<file path="src/hw/rtl/fcr_pkg.sv">
// ----------------------------------------------------------------------------
// FAT16 cluster chain reader package
// Shared widths, codes, configuration/item/result types of the chain reader.
// ----------------------------------------------------------------------------
package fcr_pkg;

   localparam int unsigned SECTOR_BYTES      = 512;
   localparam int unsigned SECTOR_SHIFT      = $clog2(SECTOR_BYTES);
   localparam int unsigned SPC_W             = 8;
   localparam int unsigned LBA_W             = 32;
   localparam int unsigned CLUSTER_W         = 16;
   localparam int unsigned BYTES_W           = 32;
   localparam int unsigned COPY_W            = 17;
   localparam int unsigned OFFSET_W          = 9;
   localparam int unsigned CSR_INDEX_W       = 2;
   localparam int unsigned CSR_DATA_W        = 32;
   // Raw cluster size before saturation: sectors times sector bytes.
   localparam int unsigned CSIZE_W           = SPC_W + SECTOR_SHIFT;
   localparam int unsigned MAX_CLUSTER_BYTES = 65536;

   localparam logic [CLUSTER_W-1:0] FIRST_DATA_CLUSTER = 16'd2;
   localparam logic [CLUSTER_W-1:0] END_CLUSTER        = 16'hFFF8;

   typedef enum logic {
      REQ_START = 1'b0,
      REQ_REPLY = 1'b1
   } req_kind_type;

   typedef enum logic [CSR_INDEX_W-1:0] {
      CSR_SECTORS_PER_CLUSTER = 2'd0,
      CSR_FAT_START_LBA       = 2'd1,
      CSR_DATA_START_LBA      = 2'd2
   } csr_index_type;

   typedef struct packed {
      logic [SPC_W-1:0] sectors_per_cluster;
      logic [LBA_W-1:0] fat_start_lba;
      logic [LBA_W-1:0] data_start_lba;
   } cfg_type;

   typedef struct packed {
      req_kind_type         req_type;
      logic [CLUSTER_W-1:0] cluster;
      logic [BYTES_W-1:0]   byte_limit;
   } item_type;

   typedef struct packed {
      logic                copy_valid;
      logic [LBA_W-1:0]    source_lba;
      logic [COPY_W-1:0]   copy_bytes;
      logic [BYTES_W-1:0]  dest_offset;
      logic [LBA_W-1:0]    fat_entry_lba;
      logic [OFFSET_W-1:0] fat_entry_offset;
      logic                need_next;
      logic                finished;
      logic [BYTES_W-1:0]  total_bytes;
      logic                unexpected_reply;
   } result_type;

endpackage

</file>
<file path="src/hw/rtl/fcr_csr.sv">
// ----------------------------------------------------------------------------
// FAT16 chain reader configuration registers
// Holds sectors per cluster and the FAT and data region start sectors.
// ----------------------------------------------------------------------------
module fcr_csr (
   input  logic                           clock,
   input  logic                           reset,
   input  logic                           csr_valid,
   output logic                           csr_ready,
   input  logic [fcr_pkg::CSR_INDEX_W-1:0] csr_index,
   input  logic [fcr_pkg::CSR_DATA_W-1:0]  csr_wdata,
   output fcr_pkg::cfg_type               cfg
);
   import fcr_pkg::*;

   cfg_type cfg_ff;
   cfg_type cfg_in;

   assign csr_ready = 1'b1;
   assign cfg       = cfg_ff;

   // Writes to an index outside the register list are dropped.
   always_comb begin
      cfg_in = cfg_ff;
      if (csr_valid) begin
         unique case (csr_index_type'(csr_index))
            CSR_SECTORS_PER_CLUSTER: cfg_in.sectors_per_cluster = csr_wdata[SPC_W-1:0];
            CSR_FAT_START_LBA:       cfg_in.fat_start_lba       = csr_wdata[LBA_W-1:0];
            CSR_DATA_START_LBA:      cfg_in.data_start_lba      = csr_wdata[LBA_W-1:0];
            default:                 cfg_in = cfg_ff;
         endcase
      end
   end

   always_ff @(posedge clock) begin
      if (reset) begin
         cfg_ff.sectors_per_cluster <= SPC_W'(1);
         cfg_ff.fat_start_lba       <= '0;
         cfg_ff.data_start_lba      <= '0;
      end else begin
         cfg_ff <= cfg_in;
      end
   end

endmodule

</file>
<file path="src/hw/rtl/fcr_walk_core.sv">
// ----------------------------------------------------------------------------
// FAT16 chain reader walk core
// Walk state and the combinational step that turns one item into one result.
// ----------------------------------------------------------------------------
module fcr_walk_core (
   input  logic                 clock,
   input  logic                 reset,
   input  fcr_pkg::cfg_type     cfg,
   input  fcr_pkg::item_type    item,
   input  logic                 advance,
   output fcr_pkg::result_type  result
);
   import fcr_pkg::*;

   logic [BYTES_W-1:0] bytes_done_ff, bytes_done_in;
   logic [BYTES_W-1:0] limit_bytes_ff, limit_bytes_in;
   logic               awaiting_ff, awaiting_in;

   logic                 is_start;
   logic                 is_stray;
   logic [CLUSTER_W-1:0] clus;
   logic [BYTES_W-1:0]   done_base;
   logic [BYTES_W-1:0]   lim;
   logic                 end_walk;
   logic [CSIZE_W-1:0]   csize_raw;
   logic [COPY_W-1:0]    csize;
   logic [BYTES_W-1:0]   remaining;
   logic [COPY_W-1:0]    want;
   logic [BYTES_W-1:0]   new_done;
   logic                 more;
   logic [CLUSTER_W-1:0] rel_cluster;
   logic [LBA_W-1:0]     src_lba;
   logic [CLUSTER_W:0]   byte_pos;
   logic [LBA_W-1:0]     fat_lba;
   logic [OFFSET_W-1:0]  fat_off;

   assign is_start  = (item.req_type == REQ_START);
   assign is_stray  = !is_start && !awaiting_ff;
   assign clus      = item.cluster;
   assign done_base = is_start ? '0 : bytes_done_ff;
   assign lim       = is_start ? item.byte_limit : limit_bytes_ff;

   assign end_walk = (done_base >= lim) || (clus < FIRST_DATA_CLUSTER) ||
                     (clus >= END_CLUSTER);

   // Cluster size saturates at 64 KiB.
   assign csize_raw = {cfg.sectors_per_cluster, {SECTOR_SHIFT{1'b0}}};
   assign csize     = (csize_raw > CSIZE_W'(MAX_CLUSTER_BYTES)) ?
                      COPY_W'(MAX_CLUSTER_BYTES) : COPY_W'(csize_raw);

   assign remaining = lim - done_base;
   assign want      = (remaining > BYTES_W'(csize)) ? csize : remaining[COPY_W-1:0];
   assign new_done  = done_base + BYTES_W'(want);
   assign more      = (new_done < lim);

   assign rel_cluster = clus - FIRST_DATA_CLUSTER;
   assign src_lba     = cfg.data_start_lba +
                        LBA_W'(rel_cluster) * LBA_W'(cfg.sectors_per_cluster);

   assign byte_pos = {clus, 1'b0};
   assign fat_lba  = cfg.fat_start_lba + LBA_W'(byte_pos >> SECTOR_SHIFT);
   assign fat_off  = OFFSET_W'(byte_pos % SECTOR_BYTES);

   always_comb begin
      result = '0;
      priority if (is_stray) begin
         result.unexpected_reply = 1'b1;
         result.total_bytes      = bytes_done_ff;
      end else if (end_walk) begin
         result.finished    = 1'b1;
         result.total_bytes = done_base;
      end else begin
         result.copy_valid  = 1'b1;
         result.source_lba  = src_lba;
         result.copy_bytes  = want;
         result.dest_offset = done_base;
         result.total_bytes = new_done;
         if (more) begin
            result.need_next        = 1'b1;
            result.fat_entry_lba    = fat_lba;
            result.fat_entry_offset = fat_off;
         end else begin
            result.finished = 1'b1;
         end
      end
   end

   // A stray reply leaves the walk untouched; anything else restarts or advances it.
   always_comb begin
      bytes_done_in  = bytes_done_ff;
      limit_bytes_in = limit_bytes_ff;
      awaiting_in    = awaiting_ff;
      if (advance && !is_stray) begin
         bytes_done_in  = end_walk ? done_base : new_done;
         limit_bytes_in = lim;
         awaiting_in    = !end_walk && more;
      end
   end

   always_ff @(posedge clock) begin
      if (reset) begin
         bytes_done_ff  <= '0;
         limit_bytes_ff <= '0;
         awaiting_ff    <= 1'b0;
      end else begin
         bytes_done_ff  <= bytes_done_in;
         limit_bytes_ff <= limit_bytes_in;
         awaiting_ff    <= awaiting_in;
      end
   end

`ifndef ASSERT_OFF
   a_need_next_sets_wait: assert property (@(posedge clock) disable iff (reset)
      advance && result.need_next |=> awaiting_ff)
      else $error("reply wait not armed after a FAT entry request");

   a_stray_keeps_state: assert property (@(posedge clock) disable iff (reset)
      advance && result.unexpected_reply |=>
         $stable(bytes_done_ff) && $stable(limit_bytes_ff) && !awaiting_ff)
      else $error("stray reply changed the walk state");

   a_copy_total: assert property (@(posedge clock) disable iff (reset)
      advance && result.copy_valid |->
         result.total_bytes == result.dest_offset + BYTES_W'(result.copy_bytes))
      else $error("running total does not match copy offset plus length");

   a_finish_or_request: assert property (@(posedge clock) disable iff (reset)
      advance && result.copy_valid |-> (result.need_next != result.finished))
      else $error("copy must either request the next entry or finish");
`endif

endmodule

</file>
<file path="src/hw/rtl/fat16_cluster_chain_reader.sv">
// ----------------------------------------------------------------------------
// FAT16 cluster chain reader
// Plans a read along a FAT16 cluster chain, one copy command per cluster.
// ----------------------------------------------------------------------------
// Usage:
//   req_* : one item per transfer. A start (req_type = 0) gives the first
//           cluster and the byte limit; a reply (req_type = 1) gives the FAT
//           entry value fetched after a need_next result.
//   rsp_* : exactly one result per request transfer, in order: a copy
//           command, a FAT entry request (need_next), finished with the
//           running total, or unexpected_reply for a reply with no walk
//           waiting on one.
//   csr_* : register writes, always ready; write only while the block is idle.
// Timing: a request transfer lands in the input register; the result is
//   computed there combinationally and shows up on rsp_* from the result
//   register. One request per cycle is sustained while rsp_ready is high;
//   the walk state (bytes done, pending reply) updates when the result loads.
// Stall: while rsp_ready is low the result register holds and the input
//   register fills; req_ready drops once both are occupied.
// Reset: walk returns to idle, registers return to their reset values
//   (one sector per cluster, both start sectors zero), both stages empty.
module fat16_cluster_chain_reader (
   input  logic                            clock,
   input  logic                            reset,

   input  logic                            req_valid,
   output logic                            req_ready,
   input  logic                            req_type,
   input  logic [fcr_pkg::CLUSTER_W-1:0]   req_cluster,
   input  logic [fcr_pkg::BYTES_W-1:0]     req_byte_limit,

   output logic                            rsp_valid,
   input  logic                            rsp_ready,
   output logic                            rsp_copy_valid,
   output logic [fcr_pkg::LBA_W-1:0]       rsp_source_lba,
   output logic [fcr_pkg::COPY_W-1:0]      rsp_copy_bytes,
   output logic [fcr_pkg::BYTES_W-1:0]     rsp_dest_offset,
   output logic [fcr_pkg::LBA_W-1:0]       rsp_fat_entry_lba,
   output logic [fcr_pkg::OFFSET_W-1:0]    rsp_fat_entry_offset,
   output logic                            rsp_need_next,
   output logic                            rsp_finished,
   output logic [fcr_pkg::BYTES_W-1:0]     rsp_total_bytes,
   output logic                            rsp_unexpected_reply,

   input  logic                            csr_valid,
   output logic                            csr_ready,
   input  logic [fcr_pkg::CSR_INDEX_W-1:0] csr_index,
   input  logic [fcr_pkg::CSR_DATA_W-1:0]  csr_wdata
);
   import fcr_pkg::*;

   cfg_type    cfg;

   // Input stage
   logic       in_valid_ff, in_valid_in;
   item_type   item_ff, item_in;

   // Result stage
   logic       out_valid_ff, out_valid_in;
   result_type result_ff, result_in;

   result_type step_result;
   logic       advance;
   logic       take_req;

   fcr_csr u_csr (
      .clock     (clock),
      .reset     (reset),
      .csr_valid (csr_valid),
      .csr_ready (csr_ready),
      .csr_index (csr_index),
      .csr_wdata (csr_wdata),
      .cfg       (cfg)
   );

   fcr_walk_core u_walk (
      .clock   (clock),
      .reset   (reset),
      .cfg     (cfg),
      .item    (item_ff),
      .advance (advance),
      .result  (step_result)
   );

   // Advance the held item into the result register when that slot frees up.
   assign advance   = in_valid_ff && (!out_valid_ff || rsp_ready);
   assign req_ready = !in_valid_ff || advance;
   assign take_req  = req_valid && req_ready;

   always_comb begin
      in_valid_in = in_valid_ff;
      item_in     = item_ff;
      if (take_req) begin
         in_valid_in        = 1'b1;
         item_in.req_type   = req_kind_type'(req_type);
         item_in.cluster    = req_cluster;
         item_in.byte_limit = req_byte_limit;
      end else if (advance) begin
         in_valid_in = 1'b0;
      end
   end

   always_comb begin
      out_valid_in = out_valid_ff;
      result_in    = result_ff;
      if (advance) begin
         out_valid_in = 1'b1;
         result_in    = step_result;
      end else if (rsp_ready) begin
         out_valid_in = 1'b0;
      end
   end

   always_ff @(posedge clock) begin
      if (reset) begin
         in_valid_ff  <= 1'b0;
         out_valid_ff <= 1'b0;
      end else begin
         in_valid_ff  <= in_valid_in;
         out_valid_ff <= out_valid_in;
      end
      item_ff   <= item_in;
      result_ff <= result_in;
   end

   assign rsp_valid            = out_valid_ff;
   assign rsp_copy_valid       = result_ff.copy_valid;
   assign rsp_source_lba       = result_ff.source_lba;
   assign rsp_copy_bytes       = result_ff.copy_bytes;
   assign rsp_dest_offset      = result_ff.dest_offset;
   assign rsp_fat_entry_lba    = result_ff.fat_entry_lba;
   assign rsp_fat_entry_offset = result_ff.fat_entry_offset;
   assign rsp_need_next        = result_ff.need_next;
   assign rsp_finished         = result_ff.finished;
   assign rsp_total_bytes      = result_ff.total_bytes;
   assign rsp_unexpected_reply = result_ff.unexpected_reply;

`ifndef ASSERT_OFF
   a_result_kind: assert property (@(posedge clock) disable iff (reset)
      rsp_valid |-> $onehot({rsp_need_next, rsp_finished, rsp_unexpected_reply}))
      else $error("result must be exactly one of request, finish or stray reply");

   a_stall_holds_input: assert property (@(posedge clock) disable iff (reset)
      in_valid_ff && !advance |=> in_valid_ff && $stable(item_ff))
      else $error("held request lost while the result stage was stalled");

   a_no_overwrite: assert property (@(posedge clock) disable iff (reset)
      rsp_valid && !rsp_ready |-> !advance)
      else $error("result register overwritten before its transfer");
`endif

endmodule
</file>
<file path="config.mk">
export PLATFORM = sky130hd
export DESIGN_NAME = fat16_cluster_chain_reader
export DESIGN_NICKNAME = d
export VERILOG_FILES = /design/src/hw/rtl/fcr_pkg.sv /design/src/hw/rtl/fcr_csr.sv /design/src/hw/rtl/fcr_walk_core.sv /design/src/hw/rtl/fat16_cluster_chain_reader.sv
export SDC_FILE = /design/constraint.sdc
export NUM_CORES = 1
export LEC_CHECK = 0
export ABC_AREA = 0
export BUFFER_PORTS_ARGS = -buffer_cell sky130_fd_sc_hd__clkbuf_2
export CAP_MARGIN = 20
export CORE_UTILIZATION = 40
export DETAILED_ROUTE_END_ITERATION = 16
export MAX_ROUTING_LAYER = met4
export PLACE_DENSITY = 0.68
export SYNTH_ARGS = -nofsm -noshare
export SYNTH_HDL_FRONTEND = slang
export SYNTH_HIERARCHICAL = 1
export SYNTH_SLANG_ARGS = --single-unit
</file>
<file path="constraint.sdc">
create_clock -name clock -period 20.5 [get_ports clock]
set_input_delay 1.025 -clock clock [delete_from_list [all_inputs] [get_ports clock]]
set_output_delay 1.025 -clock clock [all_outputs]
set_load 0.02 [all_outputs]
</file>
==> metrics.txt, run 1 <==
outcome completed; vias in the first global route 19000; Placed Area 0.0262 mm2; synthesis-stage register bit count 346; initial core utilization 40.4%; Post-route DRC 0; power share of the clock group 38.3%; switching part of the total 30.8%; Synth warnings 6; DIE HEIGHT 249 um; FF-to-FF End rsp_fat_entry_lba[8]$_DFFE_PP_; # hold bufs at CTS 0; RSZ-0062 raised after global routing false; fin util 45.7%; core area 0.0602 mm2; Logic pwr share 21.4%; syn_area_per_cell 9.50 um2; GRT Overall Usage 23.6%; CP startpoint item_ff[48]$_DFFE_PP_; RD Place Congestion 1.01; wire per inst 20.2 um; die footprint 0.0619 mm2; Ports 249; antenna violations before repair 0; CTS buffer count 41; commonest cells after routing, fill and taps aside nor2_1 (250), clkbuf_2 (246), nand2_1 (221); fin crit period 11.89 ns; Setup TNS 0 ns; aggregate routed wire length 71900 um; area grow syn2layout 13.1%; Final Cell Area 0.0276 mm2; Final setup viols 0; crit end category flip-flop; total power 1.98 mW; Mapped Area 0.0244 mm2; fmax 84.1 MHz; antenna viol nets, final 0; Setup crit end rsp_fat_entry_lba[8]$_DFFE_PP_; starting DRC count in detailed routing 1476; clk_skew 0.0192 ns; PortBufs 247; Net Sw Power 0.609 mW; layout cells sized above 1 13.8%; Crit path required time 20.92 ns; Seq pwr share 40.2%; CTS resizes 0; die width 249 um; CTS tree yes; final hold violations 0; largest net degree at the start of global routing 86; Post-CTS Setup Inserts 0; clock buffer depth 3; most common cell after layout, fill and taps aside nor2_1; cells after synthesis 2563; Worst slew margin 27.2%; period utilization 58.0%; row cnt 90; Synth cell types 106; Vias/cell 5.49; number of max-cap violations 0; CP Launch Type flip-flop; Most Frequent Cell on Critical Path a21oi_1; Arr. time, crit path 12.32 ns; Max Fanout on Critical Path 70; CTS Root Cell clkbuf_16; critical path class flip-flop to flip-flop; top_reg_cell synth edfxtp_1; Worst path slowest cell edfxtp_1; measured slew at the worst slew-check pin 1.09 ns; r2r setup slk 8.61 ns; H-tree Lvls 2; Worst R2R Start item_ff[48]$_DFFE_PP_; total gr overflow 0; Reg clk slew, reported paths 0.06 ns; fin nets 3072; Pre-antenna DRT Iters 7; first-pass GRT wire length 111000 um; Pins Over Slew Limit 0; HPWL after DPL 54100 um; EDFF count, synth 207; ANT cells 0; sequential share of the synthesized area 37.0%; clk sink count 346; Post-synth ARST share 0%; Cell Pwr Density 71.8 mW/mm2; Clk Latency, worst-skew pair 0.59 ns; Peak supply drop 0.0568 mV; Worst R2R Path Depth 41; Hold Path Class flip-flop to flip-flop; Int Pwr 1.37 mW; syn_nets 2890; DR vias 19500; Lkg Pwr 11.8 nW; Max stage delay on crit path 0.93 ns
==> layer usage <==
metal / wire (um) / global-route usage (%)
met1: 29900 / 29.4
met2: 35400 / 39.7
met3: 4010 / 2.82
met4: 2560 / 8.11
met5: 0 / -
==> metrics by stage <==
stage	instances	hold WS (ns)	worst slack [ns]
after floorplan	2563	0.432	9.28
after global placement	3484	0.451	9.01
after detailed placement	3484	0.449	8.89
after CTS	3560	0.457	8.82
after global routing	3560	0.482	7.85
final	3560	0.467	8.61
==> worst max-delay path, delay by kind of cell, from the launching register on <==
family,cells,cell delay (ns)
compound gates,22,5.49
xor+xnor,1,0.11
fa+ha+maj,3,0.99
buf+inv,4,1.90
flops,1,0.93
simple gates,11,2.20
==> kinds of logic after synthesis <==
logic type	after synthesis	share of synthesized area, %
AO/OA/AOI/OAI	451	12.8
XOR/XNOR	135	4.89
adder cells (fa/ha/maj)	246	15.9
buffers and inverters	341	5.67
flip-flops	346	37.0
multiplexers	115	4.73
other	2	0.0308
AND/OR/NAND/NOR	927	19.0
==> synthesized netlist by cell type, types with 30 or more instances <==
cell	instances	area share, %
fa_1	109	9.0
a211oi_1	52	1.6
dfxtp_1	139	11
and2_1	62	1.6
a21o_1	38	1.2
xor2_1	46	1.7
nor3_1	43	0.88
o21ai_0	68	1.4
nand3_1	39	0.80
nand4_1	30	0.77
a21oi_1	118	2.4
nor2b_1	34	0.87
nand2_1	222	3.4
nor2_1	250	3.9
xnor2_1	88	3.2
ha_1	130	6.7
nand2b_1	138	3.5
clkbuf_1	95	1.5
mux2i_1	114	4.7
inv_1	208	3.2
and3_1	35	0.90
edfxtp_1	207	26
==> sequential cells by signal, indices dropped and copies added (netlist names) <==
register and flops:
in_valid_ff 1, item_ff 49, rsp_copy_bytes 17, rsp_copy_valid 1, rsp_dest_offset 32, rsp_fat_entry_lba 32
rsp_fat_entry_offset 9, rsp_finished 1, rsp_need_next 1, rsp_source_lba 32, rsp_total_bytes 32, rsp_unexpected_reply 1
rsp_valid 1, u_csr/cfg 72, u_walk/awaiting_ff 1, u_walk/bytes_done_ff 32, u_walk/limit_bytes_ff 32
==> worst min path at each step <==
stage / startpoint / to / slack, ns / depth (start not counted)
2_1_floorplan: u_walk/bytes_done_ff[13]$_SDFFE_PP0P_ / u_walk/bytes_done_ff[13]$_SDFFE_PP0P_ / 0.43 / 2
3_3_place_gp: u_walk/bytes_done_ff[13]$_SDFFE_PP0P_ / u_walk/bytes_done_ff[13]$_SDFFE_PP0P_ / 0.45 / 2
3_5_place_dp: u_walk/bytes_done_ff[13]$_SDFFE_PP0P_ / u_walk/bytes_done_ff[13]$_SDFFE_PP0P_ / 0.45 / 2
4_1_cts: u_walk/bytes_done_ff[13]$_SDFFE_PP0P_ / u_walk/bytes_done_ff[13]$_SDFFE_PP0P_ / 0.46 / 2
5_1_grt: u_walk/bytes_done_ff[13]$_SDFFE_PP0P_ / u_walk/bytes_done_ff[13]$_SDFFE_PP0P_ / 0.48 / 2
6_report: u_walk/bytes_done_ff[13]$_SDFFE_PP0P_ / u_walk/bytes_done_ff[13]$_SDFFE_PP0P_ / 0.47 / 2
==> area by class of cell <==
cell class	instances	area, um2
clock buffer	51	1080
clock inverter	25	317
fill	5784	32700
inverter	212	796
multi-input combinational	1876	14000
sequential	346	9000
tap	782	978
timing repair buffer	268	1400
==> power groups by stage <==
stage / clock (mW) / sequential [mW] / combinational, mW
6_report: 0.758 / 0.796 / 0.424
5_1_grt: 0.803 / 0.800 / 0.467
4_1_cts: 0.778 / 0.797 / 0.423
3_5_place_dp: 0 / 0.811 / 0.419
3_3_place_gp: 0 / 0.811 / 0.418
2_1_floorplan: 0 / 0.820 / 0.282
(Power assumes the default switching activity.)
==> run 2: changes to the inputs <==
--- a/config.mk
+++ b/config.mk
@@ -5,13 +5,13 @@
 export SDC_FILE = /design/constraint.sdc
 export NUM_CORES = 1
 export LEC_CHECK = 0
-export ABC_AREA = 0
+export ABC_AREA = 1
 export BUFFER_PORTS_ARGS = -buffer_cell sky130_fd_sc_hd__clkbuf_2
 export CAP_MARGIN = 20
 export CORE_UTILIZATION = 40
 export DETAILED_ROUTE_END_ITERATION = 16
 export MAX_ROUTING_LAYER = met4
-export PLACE_DENSITY = 0.68
+export PLACE_DENSITY = 0.7
 export SYNTH_ARGS = -nofsm -noshare
 export SYNTH_HDL_FRONTEND = slang
 export SYNTH_HIERARCHICAL = 1
==> constraint.sdc (replaced) <==
create_clock -name clock -period 9.8 [get_ports clock]
set_input_delay 0.49 -clock clock [delete_from_list [all_inputs] [get_ports clock]]
set_output_delay 0.49 -clock clock [all_outputs]
set_load 0.02 [all_outputs]
==> metrics.txt, run 2 <==
Post-synth ARST share 0% (unchanged); Synth cell types 61 (was 106); Most Frequent Cell on Critical Path nand2_1 (was a21oi_1); Worst Hold Endpoint item_ff[35]$_DFFE_PP_ (was u_walk/bytes_done_ff[13]$_SDFFE_PP0P_); most common cell in the synthesized netlist nand2_1 (was nor2_1); Synth area leaders edfxtp_1 (25%), nand2_1 (12%), dfxtp_1 (11%) (was edfxtp_1 (26%), dfxtp_1 (11%), fa_1 (9.0%)); die width 250 um (was 249 um); # fillers 6075 (was 5784); sequential share of the synthesized area 36.5% (was 37.0%); FF-to-FF End rsp_fat_entry_lba[31]$_DFFE_PP_ (was rsp_fat_entry_lba[8]$_DFFE_PP_); area leader, netlist edfxtp_1 (unchanged); layout cells sized above 1 12.4% (was 13.8%); PortBufs 247 (unchanged); area grow syn2layout 13.8% (was 13.1%); dpl cells 4252 (was 3484); Synth warnings 6 (unchanged); vias in the first global route 20900 (was 19000); clk sink count 346 (unchanged); initial core utilization 40.7% (was 40.4%); RSZ-0062 raised after global routing false (unchanged); DIE HEIGHT 250 um (was 249 um); commonest cells after routing, fill and taps aside nand2_1 (815), inv_1 (589), nor2_1 (439) (was nor2_1 (250), clkbuf_2 (246), nand2_1 (221)); Setup TNS 0 ns (unchanged); Max Fanout on Critical Path 41 (was 70); DR vias 21700 (was 19500); wire per inst 17.6 um (was 20.2 um); synth cell count leaders nand2_1 (816), inv_1 (590), nor2_1 (440) (was nor2_1 (250), nand2_1 (222), inv_1 (208)); CTS resizes 0 (unchanged); starting DRC count in detailed routing 1659 (was 1476); fin crit period 8.86 ns (was 11.89 ns); top_reg_cell synth edfxtp_1 (unchanged); GRT Overall Usage 25.0% (was 23.6%); total power 4.41 mW (was 1.98 mW); CP Launch Type flip-flop (unchanged); fin nets 3840 (was 3072); aggregate routed wire length 76100 um (was 71900 um); Arr. time, crit path 9.28 ns (was 12.32 ns); final hold violations 0 (unchanged); clk_skew 0.0257 ns (was 0.0192 ns); Mapped Area 0.0247 mm2 (was 0.0244 mm2); die footprint 0.0627 mm2 (was 0.0619 mm2); crit end category flip-flop (unchanged); most common cell after layout, fill and taps aside nand2_1 (was nor2_1); Cell Pwr Density 157 mW/mm2 (was 71.8 mW/mm2); period utilization 90.4% (was 58.0%); Post-route DRC 0 (unchanged); measured slew at the worst slew-check pin 0.993 ns (was 1.09 ns); antenna viol nets, final 0 (unchanged); outcome completed (unchanged); syn_nets 3626 (was 2890); Max stage delay on crit path 0.60 ns (was 0.93 ns); Clk Latency, worst-skew pair 0.59 ns (about the same); Worst Min Path Start req_cluster[3] (was u_walk/bytes_done_ff[13]$_SDFFE_PP0P_); synthesis-stage register bit count 346 (unchanged); Worst path slowest cell o21ai_0 (was edfxtp_1); Worst R2R Path Depth 48 (was 41); cells after synthesis 3299 (was 2563); H-tree Lvls 2 (unchanged); Reg clk slew, reported paths 0.07 ns (was 0.06 ns); critical path class flip-flop to flip-flop (unchanged); # hold bufs at CTS 0 (unchanged); Worst slew margin 33.8% (was 27.2%); Vias/cell 5.02 (was 5.49); Pins Over Slew Limit 0 (unchanged); number of max-cap violations 0 (unchanged); first-pass GRT wire length 118000 um (was 111000 um); Worst R2R Start item_ff[48]$_DFFE_PP_ (unchanged); r2r setup slk 0.94 ns (was 8.61 ns); EDFF count, synth 207 (unchanged); share of the synthesized area in the top cell type 25.2% (was 25.5%); hold path cells 1 (was 2); Lkg Pwr 14.0 nW (was 11.8 nW); largest net degree at the start of global routing 160 (was 86); syn_area_per_cell 7.48 um2 (was 9.50 um2); fmax 113 MHz (was 84.1 MHz); CTS buffer count 40 (was 41); CTS tree yes (unchanged); HPWL after DPL 58900 um (was 54100 um); Post-CTS Setup Inserts 0 (unchanged); Ports 249 (unchanged); Crit path required time 10.22 ns (was 20.92 ns); worst hold margin 0.0789 ns (was 0.467 ns); Pre-antenna DRT Iters 6 (was 7); clock buffer depth 3 (unchanged); Largest register FFs 72 (unchanged); core area 0.0607 mm2 (was 0.0602 mm2); CTS Root Cell clkbuf_16 (unchanged); Final setup viols 0 (unchanged); row cnt 90 (unchanged); total gr overflow 0 (unchanged); Peak supply drop 0.138 mV (was 0.0568 mV); RD Place Congestion 1.01 (about the same); final std cells w/o fill 4330 (was 3560); Hold Path Class primary input to flip-flop (was flip-flop to flip-flop); antenna violations before repair 2 (was 0)
run 2: cell count changes after synthesis, moves of 46 or more:
| cell | previous run | this run |
|---|---|---|
| nand2_1 | 222 | 816 |
| inv_1 | 208 | 590 |
| nor2_1 | 250 | 440 |
| nand2b_1 | 138 | 0 |
| mux2i_1 | 114 | 0 |
| nand3_1 | 39 | 137 |
| xnor2_1 | 88 | 17 |
| o21ai_0 | 68 | 134 |
| a21oi_1 | 118 | 173 |
| and2_1 | 62 | 10 |
| a211oi_1 | 52 | 6 |
run 2: worst max path at each step:
stage | startpoint | endpoint | cells past startpoint
floorplan | item_ff[48]$_DFFE_PP_ | rsp_fat_entry_lba[0]$_DFFE_PP_ | 52
global placement | item_ff[48]$_DFFE_PP_ | rsp_fat_entry_lba[18]$_DFFE_PP_ | 48
detailed placement | item_ff[48]$_DFFE_PP_ | rsp_fat_entry_lba[24]$_DFFE_PP_ | 48
CTS | item_ff[48]$_DFFE_PP_ | rsp_fat_entry_lba[24]$_DFFE_PP_ | 48
global route | item_ff[48]$_DFFE_PP_ | rsp_fat_entry_lba[18]$_DFFE_PP_ | 48
finish | item_ff[48]$_DFFE_PP_ | rsp_fat_entry_lba[31]$_DFFE_PP_ | 48
run 2: metal layers:
layer	share of wire, %	track usage (%)
met1	43	31.4
met2	48	41.8
met3	5.7	2.95
met4	3.1	8.26
met5	0	-
run 2: cells by family (layout without fill, tap and decap cells):
kind of cell	count (synthesis)	in the layout	synth area share, %
xor+xnor	62	62	2.29
simple gates	1561	1561	26.6
fa+ha+maj	239	239	15.4
buf+inv	706	952	11.0
flops	346	346	36.5
compound gates	383	383	8.20
other cells	2	5	0.0304
run 2: where the power goes:
| group | switching, mW | total, mW | leakage [nW] | internal [mW] |
|---|---|---|---|---|
| logic | 0.769 | 1.14 | 10.1 | 0.371 |
| registers | 0.0532 | 1.70 | 3.14 | 1.64 |
| clock network | 0.656 | 1.58 | 0.668 | 0.923 |
run 2: layout make-up:
cell class	count	area (um2)	share of cell area, %
Inverter	608	2280	8.13
Antenna cell	3	7.51	0.0267
Multi-Input combinational cell	2247	13000	46.2
Timing Repair Buffer	270	1450	5.18
Tap cell	782	978	3.48
Clock inverter	27	334	1.19
Clock buffer	47	1060	3.77
Sequential cell	346	9000	32.0
run 2: stage by stage:
stage          area [um2]  worst slack, ns  utilization (%)
2_1_floorplan       24700             1.79                -
3_3_place_gp        26700             1.11             43.9
3_5_place_dp        26700             1.12             43.9
4_1_cts             28100             1.07             46.2
5_1_grt             28100            0.157             46.3
6_report            28100            0.936             46.3
run 2: critical path: cells and delay by family, from the launching register on:
family	cells	cell delay, ns
xor gates and xnor gates	1	0.18
AOI/OAI and AO/OA	8	2.32
adders and majority gates	4	1.37
buffers and inverters	8	1.03
and+or+nand+nor	27	3.29
DFF	1	0.43
==> run 3: changes to the inputs <==
--- a/config.mk
+++ b/config.mk
@@ -5,13 +5,13 @@
 export SDC_FILE = /design/constraint.sdc
 export NUM_CORES = 1
 export LEC_CHECK = 0
-export ABC_AREA = 1
+export ABC_AREA = 0
 export BUFFER_PORTS_ARGS = -buffer_cell sky130_fd_sc_hd__clkbuf_2
 export CAP_MARGIN = 20
-export CORE_UTILIZATION = 40
+export CORE_UTILIZATION = 55
 export DETAILED_ROUTE_END_ITERATION = 16
 export MAX_ROUTING_LAYER = met4
-export PLACE_DENSITY = 0.7
+export PLACE_DENSITY = 0.88
 export SYNTH_ARGS = -nofsm -noshare
 export SYNTH_HDL_FRONTEND = slang
 export SYNTH_HIERARCHICAL = 1
==> metrics.txt, run 3 (same netlist as run 1, synthesis figures left out) <==
DIE HEIGHT 212 um (was 250 um); CP Launch Type flip-flop (unchanged); total gr overflow 0 (unchanged); fin nets 3110 (was 3840); outcome completed (unchanged); final hold violations 0 (unchanged); Ports 249 (unchanged); antenna viol nets, final 0 (unchanged); CTS Root Cell clkbuf_16 (unchanged); area occupied by multi-input gates 0.0140 mm2 (was 0.0130 mm2); largest net degree at the start of global routing 109 (was 160); RD Place Congestion 1.04 (was 1.01); Setup TNS 0 ns (unchanged); DR vias 20300 (was 21700); Worst Min Path Start req_cluster[3] (unchanged); number of max-cap violations 0 (unchanged); CP startpoint item_ff[48]$_DFFE_PP_ (unchanged); Pins Over Slew Limit 0 (unchanged); row cnt 76 (was 90); period utilization 92.9% (was 90.4%); antenna violations before repair 2 (unchanged); Worst R2R Start item_ff[48]$_DFFE_PP_ (unchanged); CTS tree yes (unchanged); Reg clk slew, reported paths 0.06 ns (was 0.07 ns); Peak supply drop 0.151 mV (was 0.138 mV); Post-route DRC 0 (unchanged); critical path class flip-flop to flip-flop (unchanged); clock buffer depth 3 (unchanged); FF/Latch Area 0.00900 mm2 (unchanged); PortBufs 247 (unchanged); area grow syn2layout 13.6% (was 13.8%); starting DRC count in detailed routing 1813 (was 1659); commonest cells after routing, fill and taps aside nor2_1 (249), clkbuf_2 (246), nand2_1 (221) (was nand2_1 (815), inv_1 (589), nor2_1 (439)); Crit path required time 10.23 ns (was 10.22 ns); first-pass GRT wire length 112000 um (was 118000 um); layout cells sized above 1 15.4% (was 12.4%); fmax 110 MHz (was 113 MHz); fin crit period 9.10 ns (was 8.86 ns); Clk Latency, worst-skew pair 0.59 ns (about the same); Worst R2R Path Depth 42 (was 48); Max Fanout on Critical Path 41 (unchanged); die footprint 0.0451 mm2 (was 0.0627 mm2); measured slew at the worst slew-check pin 1.05 ns (was 0.993 ns); most common cell after layout, fill and taps aside nor2_1 (was nand2_1); Vias/cell 5.97 (was 5.02); hold path cells 1 (unchanged); # fillers 3517 (was 6075); Pre-antenna DRT Iters 6 (unchanged); Largest register FFs 72 (unchanged); H-tree Lvls 2 (unchanged); Final setup viols 0 (unchanged); GRT Overall Usage 33.3% (was 25.0%); fin util 63.8% (was 46.3%); core area 0.0434 mm2 (was 0.0607 mm2); Max stage delay on crit path 0.51 ns (was 0.60 ns); wire per inst 21.1 um (was 17.6 um); Arr. time, crit path 9.53 ns (was 9.28 ns); Lkg Pwr 11.9 nW (was 14.0 nW); # hold bufs at CTS 0 (unchanged); clk sink count 346 (unchanged); die width 212 um (was 250 um); clk_skew 0.0237 ns (was 0.0257 ns); HPWL after DPL 53800 um (was 58900 um); vias in the first global route 20400 (was 20900); initial core utilization 56.2% (was 40.7%); Worst slew margin 30.2% (was 33.8%); Hold Path Class primary input to flip-flop (unchanged); CTS buffer count 39 (was 40); aggregate routed wire length 71900 um (was 76100 um); crit end category flip-flop (unchanged); Cell Pwr Density 150 mW/mm2 (was 157 mW/mm2); Worst path slowest cell edfxtp_1 (was o21ai_0)
==> run 3: changes by cell type in the layout (fill, tap and decap cells not counted), sizes merged, moves of 52 or more <==
cell	change
xnor2	+72
mux2i	+114
a21oi	-52
nand2b	+138
nor2	-200
and2	+55
o21ai	-100
nand2	-617
inv	-397
nand3	-114
==> run 3: what timing repair did <==
item,in CTS,in global routing
gates resized for setup,0,6
buffers inserted,0,5
endpoints found under the setup margin,0,41
==> run 3: power by group <==
| part | internal [mW] | total, mW | leakage [nW] | switching [mW] |
|---|---|---|---|---|
| Clock | 0.913 | 1.56 | 0.663 | 0.647 |
| Sequential | 1.62 | 1.66 | 3.14 | 0.0470 |
| Combinational | 0.335 | 0.926 | 8.14 | 0.591 |
| Total | 2.86 | 4.15 | 11.9 | 1.28 |
==> run 3: final cells by class <==
cell class / count / area share [%]
diodes: 2 / 0.0181
clock buffers: 43 / 3.62
clock inverters: 29 / 1.36
inverters: 212 / 2.88
multi-input cells: 1876 / 50.7
flip-flops and latches: 346 / 32.5
well taps: 585 / 2.65
repair buffers: 308 / 6.22
==> run 3: metal layers <==
layer	wire (um)	GRT usage, %	part of all wire, %
met3	5400	5.54	7.5
met1	27900	39.4	39
met2	34700	54.5	48
met4	3840	17.7	5.3
met5	0	-	0
==> run 3: worst paths after layout <==
path                                           end  slack (ns)
max reg2reg         rsp_fat_entry_lba[7]$_DFFE_PP_        0.70
max                 rsp_fat_entry_lba[7]$_DFFE_PP_        0.70
min reg2reg  u_walk/bytes_done_ff[13]$_SDFFE_PP0P_        0.46
min                          item_ff[35]$_DFFE_PP_        0.08
==> run 3: critical path: cells and delay by family (launching register included) <==
family                   cells  cell delay, ns
flip-flops                   1            0.51
adder cells (fa/ha/maj)      4            1.34
AO/OA/AOI/OAI               15            2.96
AND/OR/NAND/NOR             15            2.53
multiplexers                 1            0.34
buffers and inverters        5            0.89
XOR/XNOR                     2            0.31
==> run 3: through the flow <==
stage,power [mW],hold WS (ns),std cells,area [um2],setup WS (ns)
2_1_floorplan,2.31,0.432,2563,24400,0.0118
3_3_place_gp,2.57,0.440,3322,26200,0.931
3_5_place_dp,2.59,0.452,3322,26200,0.621
4_1_cts,4.15,0.0542,3394,27600,0.559
5_1_grt,4.32,0.0682,3401,27700,-0.0105
6_report,4.15,0.0764,3401,27700,0.700
